`src/rtl/sn2d_pkg.sv`:
```
// Shared constants, types and table functions of the 2D simplex noise unit.
package sn2d_pkg;

   // Skew and unskew factors, Q.30, rounded to nearest
   localparam logic [28:0] F2_Q30   = 29'd393016785;
   localparam logic [27:0] G2_Q30   = 28'd226908346;
   localparam int          OFS_W    = 34;   // corner offset width, Q.30 signed
   localparam int          CELL_W   = 17;   // lattice cell coordinate width
   localparam int          GRAD_W   = 4;    // gradient index width
   localparam int          LAT_SKEW = 4;    // stages in the lattice front end
   localparam int          LAT_CORN = 4;    // stages in one corner unit
   localparam int          LAT_TOT  = LAT_SKEW + LAT_CORN + 2;

   // Permutation table of the hash
   localparam logic [7:0] PERM_ROM [0:255] = '{
      8'd151, 8'd160, 8'd137, 8'd91, 8'd90, 8'd15, 8'd131, 8'd13, 8'd201, 8'd95, 8'd96,
      8'd53, 8'd194, 8'd233, 8'd7, 8'd225, 8'd140, 8'd36, 8'd103, 8'd30, 8'd69, 8'd142,
      8'd8, 8'd99, 8'd37, 8'd240, 8'd21, 8'd10, 8'd23, 8'd190, 8'd6, 8'd148, 8'd247,
      8'd120, 8'd234, 8'd75, 8'd0, 8'd26, 8'd197, 8'd62, 8'd94, 8'd252, 8'd219, 8'd203,
      8'd117, 8'd35, 8'd11, 8'd32, 8'd57, 8'd177, 8'd33, 8'd88, 8'd237, 8'd149, 8'd56,
      8'd87, 8'd174, 8'd20, 8'd125, 8'd136, 8'd171, 8'd168, 8'd68, 8'd175, 8'd74, 8'd165,
      8'd71, 8'd134, 8'd139, 8'd48, 8'd27, 8'd166, 8'd77, 8'd146, 8'd158, 8'd231, 8'd83,
      8'd111, 8'd229, 8'd122, 8'd60, 8'd211, 8'd133, 8'd230, 8'd220, 8'd105, 8'd92, 8'd41,
      8'd55, 8'd46, 8'd245, 8'd40, 8'd244, 8'd102, 8'd143, 8'd54, 8'd65, 8'd25, 8'd63,
      8'd161, 8'd1, 8'd216, 8'd80, 8'd73, 8'd209, 8'd76, 8'd132, 8'd187, 8'd208, 8'd89,
      8'd18, 8'd169, 8'd200, 8'd196, 8'd135, 8'd130, 8'd116, 8'd188, 8'd159, 8'd86,
      8'd164, 8'd100, 8'd109, 8'd198, 8'd173, 8'd186, 8'd3, 8'd64, 8'd52, 8'd217, 8'd226,
      8'd250, 8'd124, 8'd123, 8'd5, 8'd202, 8'd38, 8'd147, 8'd118, 8'd126, 8'd255, 8'd82,
      8'd85, 8'd212, 8'd207, 8'd206, 8'd59, 8'd227, 8'd47, 8'd16, 8'd58, 8'd17, 8'd182,
      8'd189, 8'd28, 8'd42, 8'd223, 8'd183, 8'd170, 8'd213, 8'd119, 8'd248, 8'd152, 8'd2,
      8'd44, 8'd154, 8'd163, 8'd70, 8'd221, 8'd153, 8'd101, 8'd155, 8'd167, 8'd43, 8'd172,
      8'd9, 8'd129, 8'd22, 8'd39, 8'd253, 8'd19, 8'd98, 8'd108, 8'd110, 8'd79, 8'd113,
      8'd224, 8'd232, 8'd178, 8'd185, 8'd112, 8'd104, 8'd218, 8'd246, 8'd97, 8'd228,
      8'd251, 8'd34, 8'd242, 8'd193, 8'd238, 8'd210, 8'd144, 8'd12, 8'd191, 8'd179,
      8'd162, 8'd241, 8'd81, 8'd51, 8'd145, 8'd235, 8'd249, 8'd14, 8'd239, 8'd107,
      8'd49, 8'd192, 8'd214, 8'd31, 8'd181, 8'd199, 8'd106, 8'd157, 8'd184, 8'd84,
      8'd204, 8'd176, 8'd115, 8'd121, 8'd50, 8'd45, 8'd127, 8'd4, 8'd150, 8'd254,
      8'd138, 8'd236, 8'd205, 8'd93, 8'd222, 8'd114, 8'd67, 8'd29, 8'd24, 8'd72, 8'd243,
      8'd141, 8'd128, 8'd195, 8'd78, 8'd66, 8'd215, 8'd61, 8'd156, 8'd180 };

   // One corner handed from the lattice front end to a corner unit
   typedef struct packed {
      logic signed [OFS_W-1:0] dx;
      logic signed [OFS_W-1:0] dy;
      logic [GRAD_W-1:0]       grad;
   } corner_in_type;

   // Hash value modulo the gradient count (conditional subtracts)
   function automatic logic [GRAD_W-1:0] grad_index(input logic [7:0] h);
      logic [7:0] v;
      begin
         v = h;
         if (v >= 8'd192) v = v - 8'd192;
         if (v >= 8'd96)  v = v - 8'd96;
         if (v >= 8'd48)  v = v - 8'd48;
         if (v >= 8'd24)  v = v - 8'd24;
         if (v >= 8'd12)  v = v - 8'd12;
         return v[GRAD_W-1:0];
      end
   endfunction

   // Gradient x part: +1, -1 or 0
   function automatic logic signed [1:0] grad_x(input logic [GRAD_W-1:0] g);
      begin
         if (g >= 4'd8) return 2'sd0;
         return g[0] ? -2'sd1 : 2'sd1;
      end
   endfunction

   // Gradient y part: +1, -1 or 0
   function automatic logic signed [1:0] grad_y(input logic [GRAD_W-1:0] g);
      begin
         if (g < 4'd4)  return g[1] ? -2'sd1 : 2'sd1;
         if (g < 4'd8)  return 2'sd0;
         return g[0] ? -2'sd1 : 2'sd1;
      end
   endfunction

endpackage

```
`src/rtl/sn2d_lattice.sv`:
```
// Skew, cell floor, unskew, triangle choice and corner hashing (four stages).
module sn2d_lattice import sn2d_pkg::*; (
   input  logic                       clock,
   input  logic                       ce,
   input  logic signed [31:0]         x_coord,
   input  logic signed [31:0]         y_coord,
   output corner_in_type              corner_out [3]
);

   // stage 1: skew product
   logic signed [31:0] x1_ff, y1_ff;
   logic signed [61:0] skew_ff, skew_in;

   assign skew_in = 62'(33'(x_coord) + 33'(y_coord)) * 62'($signed({1'b0, F2_Q30}));

   always_ff @(posedge clock) begin
      if (ce) begin
         x1_ff   <= x_coord;
         y1_ff   <= y_coord;
         skew_ff <= skew_in;
      end
   end

   // stage 2: floor to lattice cell
   logic signed [62:0] xs, ys;
   logic signed [31:0] x2_ff, y2_ff;
   logic signed [CELL_W-1:0] i2_ff, j2_ff;

   assign xs = (63'(x1_ff) <<< 30) + 63'(skew_ff);
   assign ys = (63'(y1_ff) <<< 30) + 63'(skew_ff);

   always_ff @(posedge clock) begin
      if (ce) begin
         x2_ff <= x1_ff;
         y2_ff <= y1_ff;
         i2_ff <= xs[62:46];
         j2_ff <= ys[62:46];
      end
   end

   // stage 3: unskew to first-corner offsets, first hash level
   logic signed [CELL_W:0]   ij_sum;
   logic signed [46:0]       unskew;
   logic [OFS_W-1:0]         x0_in, y0_in;
   logic signed [OFS_W-1:0]  x0_ff, y0_ff;
   logic [7:0]               ii3_ff, pj0_ff, pj1_ff;

   assign ij_sum = (CELL_W+1)'(i2_ff) + (CELL_W+1)'(j2_ff);
   assign unskew = 47'(ij_sum) * 47'($signed({1'b0, G2_Q30}));
   assign x0_in  = {x2_ff[19:0], 14'd0} - {i2_ff[3:0], 30'd0} + unskew[OFS_W-1:0];
   assign y0_in  = {y2_ff[19:0], 14'd0} - {j2_ff[3:0], 30'd0} + unskew[OFS_W-1:0];

   always_ff @(posedge clock) begin
      if (ce) begin
         x0_ff  <= x0_in;
         y0_ff  <= y0_in;
         ii3_ff <= i2_ff[7:0];
         pj0_ff <= PERM_ROM[j2_ff[7:0]];
         pj1_ff <= PERM_ROM[j2_ff[7:0] + 8'd1];
      end
   end

   // stage 4: triangle choice, other corner offsets, gradient picks
   localparam logic [OFS_W-1:0] ONE_Q30 = OFS_W'(1) << 30;
   localparam logic [OFS_W-1:0] G2_EXT  = OFS_W'(G2_Q30);

   logic             upper;
   logic [7:0]       h0, h1, h2;
   corner_in_type    c_in [3];
   corner_in_type    c_ff [3];

   assign upper = (x0_ff > y0_ff);
   assign h0    = PERM_ROM[ii3_ff + pj0_ff];
   assign h1    = PERM_ROM[ii3_ff + {7'd0, upper} + (upper ? pj0_ff : pj1_ff)];
   assign h2    = PERM_ROM[ii3_ff + 8'd1 + pj1_ff];

   always_comb begin
      c_in[0].dx   = x0_ff;
      c_in[0].dy   = y0_ff;
      c_in[0].grad = grad_index(h0);
      c_in[1].dx   = x0_ff - (upper ? ONE_Q30 : '0) + G2_EXT;
      c_in[1].dy   = y0_ff - (upper ? '0 : ONE_Q30) + G2_EXT;
      c_in[1].grad = grad_index(h1);
      c_in[2].dx   = x0_ff - ONE_Q30 + (G2_EXT << 1);
      c_in[2].dy   = y0_ff - ONE_Q30 + (G2_EXT << 1);
      c_in[2].grad = grad_index(h2);
   end

   always_ff @(posedge clock) begin
      if (ce) begin
         c_ff <= c_in;
      end
   end

   assign corner_out = c_ff;

endmodule

```
`config.mk`:
```
export PLATFORM = sky130hd
export DESIGN_NAME = sn2d_lattice
export DESIGN_NICKNAME = d
export VERILOG_FILES = /design/src/rtl/sn2d_pkg.sv /design/src/rtl/sn2d_lattice.sv
export SDC_FILE = /design/constraint.sdc
export NUM_CORES = 2
export LEC_CHECK = 0
export BUFFER_PORTS_ARGS = -buffer_cell sky130_fd_sc_hd__buf_2
export CORE_MARGIN = 5
export CORE_UTILIZATION = 40
export CTS_CLUSTER_DIAMETER = 50
export CTS_CLUSTER_SIZE = 14
export DETAILED_ROUTE_END_ITERATION = 12
export HOLD_SLACK_MARGIN = 0.08
export PLACE_DENSITY_LB_ADDON = 0.25
export SYNTH_ARGS = -nofsm -noshare
export SYNTH_HDL_FRONTEND = slang
export SYNTH_SLANG_ARGS = --single-unit
```
`constraint.sdc`:
```
create_clock -name clock -period 31.4 [get_ports clock]
set_input_delay 3.14 -clock clock [delete_from_list [all_inputs] [get_ports clock]]
set_output_delay 3.14 -clock clock [all_outputs]
set_load 0.05 [all_outputs]
```
==> impl_metrics.env <==
export IMPL_viasPerCell=5.972
export IMPL_drtIter0Drc=7025
export IMPL_crit_path_max_fanout=6
export IMPL_avgSynthCellArea_sq_um=8.977
export IMPL_cts_root_buf="clkbuf_16"
export IMPL_die_y_microns=421.3
export IMPL_fmax_ghz=0.06727
export IMPL_dr_wl_met2_microns=102600
export IMPL_totalWireLength_microns=236400
export IMPL_wl_met1_microns=102000
export IMPL_ant_nets=0
export IMPL_start_util_pct=40.06
export IMPL_dpl_hpwl_microns=183500
export IMPL_die_area_sq_um=177500
export IMPL_skew_ps=81.15
export IMPL_grt_pass1_wl_microns=361200
export IMPL_startpoint="x_coord[0]"
export IMPL_cts_resized=0
export IMPL_drc_errors=0
export IMPL_synth_xor_area_share_pct=4.399
export IMPL_synth_simple_area_share_pct=11.45
export IMPL_top_layer_used="met5"
export IMPL_cpPeakStageDelay_ps=540
export IMPL_critPathCaptureType="flip-flop"
export IMPL_clk_path_buf_depth=3
export IMPL_min_period_ps=14860
export IMPL_r2r_start="j2_ff[0]"
export IMPL_setup_viol=0
export IMPL_cp_start_kind="primary input"
export IMPL_max_slew_margin_pct=17.70
export IMPL_antenna_found_initial=10
export IMPL_overflow=0
export IMPL_core_sq_um=168900
export IMPL_wl_per_cell_microns=23.98
export IMPL_synthAdderAreaFrac_pct=34.67
export IMPL_syn2layout_area_growth_pct=7.980
export IMPL_cts_htree_levels=2
export IMPL_final_core_util_pct=43.26
export IMPL_rsz0062_at_grt="false"
export IMPL_fin_setup_tns_ps=0
export IMPL_hp_class="reg2reg"
export IMPL_ys_seq_area_share_pct=18.50
export IMPL_nets=9162
export IMPL_row_count=151
export IMPL_synth_cell_type_count=119
export IMPL_io_pins=282
export IMPL_crit_arrival_ps=15250
export IMPL_synth_compound_area_share_pct=19.64
export IMPL_synth_seq_cells=417
export IMPL_clkLatencyLatePin_ps=680
export IMPL_synth_ff_type="edfxtp_1"
export IMPL_syn_inst=7538
export IMPL_dr_total_vias=58870
export IMPL_post_cts_buffers=0
export IMPL_hp_start="x1_ff[14]"
export IMPL_worst_pin_slew_ps=1230
export IMPL_routabilityCongestion=1.003
export IMPL_worst_ep_required_time_ps=31790
export IMPL_async_reset_ff_share_pct=0
export IMPL_grt_max_degree=134
export IMPL_synth_mux_area_fraction_pct=2.052
export IMPL_synth_top_family_by_area="adder cells"
export IMPL_path_class="in2reg"
export IMPL_wl_met3_microns=21630
export IMPL_hold_depth=0
export IMPL_status="finished clean"
export IMPL_die_x_microns=421.3
export IMPL_clkSlewWorstSetupHoldPaths_ps=60
export IMPL_drv_slew=0
export IMPL_maxCapViolations=0
export IMPL_ctsHoldBuffers=0
export IMPL_grtUsageTotal_pct=25.76
export IMPL_drive_above_1_share_pct=9.013
export IMPL_numPortBuffers=275
export IMPL_critical_path_most_common_cell="fa_1"
export IMPL_hold_violations=0
export IMPL_cts_inserted_buffers=54
export IMPL_drtPass1Iterations=6
export IMPL_slowest_stage="fa_1"
export IMPL_finalCritPeriodShare_pct=47.34
export IMPL_cts_tree="yes"
export IMPL_syn_cell_area_sq_um=67670
export IMPL_yosys_warnings=0
export IMPL_grt_pass1_vias=58450
export IMPL_worstRegToRegCells=45
export IMPL_cts_sinks=417
export IMPL_synth_edff_count=417
export IMPL_whs_ps=458.8
## synthesized netlist by cell type, types with 75 or more instances
cell type	n	share of area, %
a21oi_1	467	3.5
nand3_1	179	1.3
a21o_1	99	1.1
fa_1	617	18
nor3_1	149	1.1
o211ai_1	138	1.5
ha_1	888	16
xor2_1	75	0.97
buf_2	83	0.61
inv_1	1138	6.3
edfxtp_1	417	19
nand2_1	468	2.6
o21ai_0	415	3.1
nor2_1	459	2.5
a31oi_1	80	0.74
a211oi_1	114	1.3
xnor2_1	246	3.2
clkbuf_1	236	1.3
## routing by layer
layer | vias to the layer above | track usage (%)
li1 | 26660 | -
met1 | 28500 | 36.27
met5 | - | 0
met3 | 618 | 4.804
met2 | 3089 | 39.69
met4 | 4 | 9.152
## critical path, delay by kind of cell
kind	cells	cell delay [ps]
fa+ha+maj	11	4420
simple gates	4	1030
compound gates	22	5270
xor+xnor	2	560
buf+inv	7	830
## flip-flops by register name, summed over array words and instances, names as in the netlist
name and flops:
pj0_ff 8, x0_ff 33, ii3_ff 8, pj1_ff 8, i2_ff 17, x1_ff 32
y1_ff 32, y2_ff 20, skew_ff 32, x2_ff 20, y0_ff 20, corner_out 170
j2_ff 17
## area by class of cell
cell class	instances	area (sq um)
Fill cell	16650	95840
Multi-Input combinational cell	5557	49160
Sequential cell	417	12520
Inverter	1150	4317
Tap cell	2218	2775
Timing Repair Buffer	411	2407
Clock buffer	56	1359
Clock inverter	42	516.7
Antenna cell	6	15.01
## through the flow
step | std cells | instance area [sq um] | setup slack, ps
3_3_place_gp | 9753 | 71180 | 16060
5_1_grt | 9856 | 73070 | 15870
3_5_place_dp | 9753 | 71180 | 15950
6_report | 9857 | 73070 | 16540
2_1_floorplan | 7545 | 67690 | 17530
4_1_cts | 9851 | 73050 | 16610
## cell families after synthesis
| group | after synthesis |
|---|---|
| compound gates | 1984 |
| xor+xnor | 330 |
| fa+ha+maj | 1505 |
| buf+inv | 1571 |
| flops | 417 |
| mux | 90 |
| other cells | 1 |
| simple gates | 1640 |
## cells in the final DEF, fill, tap and decap left out, types with 51 or more instances in the layout
cell type  instances
nor3_1           147
o21ai_0          415
inv_1           1138
fa_1             617
xor2_1            73
xnor2_1          236
nand3_1          178
nand2_1          466
ha_1             886
nor2b_1           51
buf_4            136
nor2_1           456
a31oi_1           80
buf_2            274
clkbuf_16         54
a21o_1            99
a21oi_1          467
o211ai_1         138
edfxtp_1         417
a211oi_1         113
## final timing paths
path	end	slack, ps
max	skew_ff[60]	16540
min	x2_ff[14]	460
max reg2reg	y0_ff[33]	18250
min reg2reg	x2_ff[14]	460
Power is not shown: default switching activity piles up to over one toggle a cycle in this logic, so the estimate is an artifact.
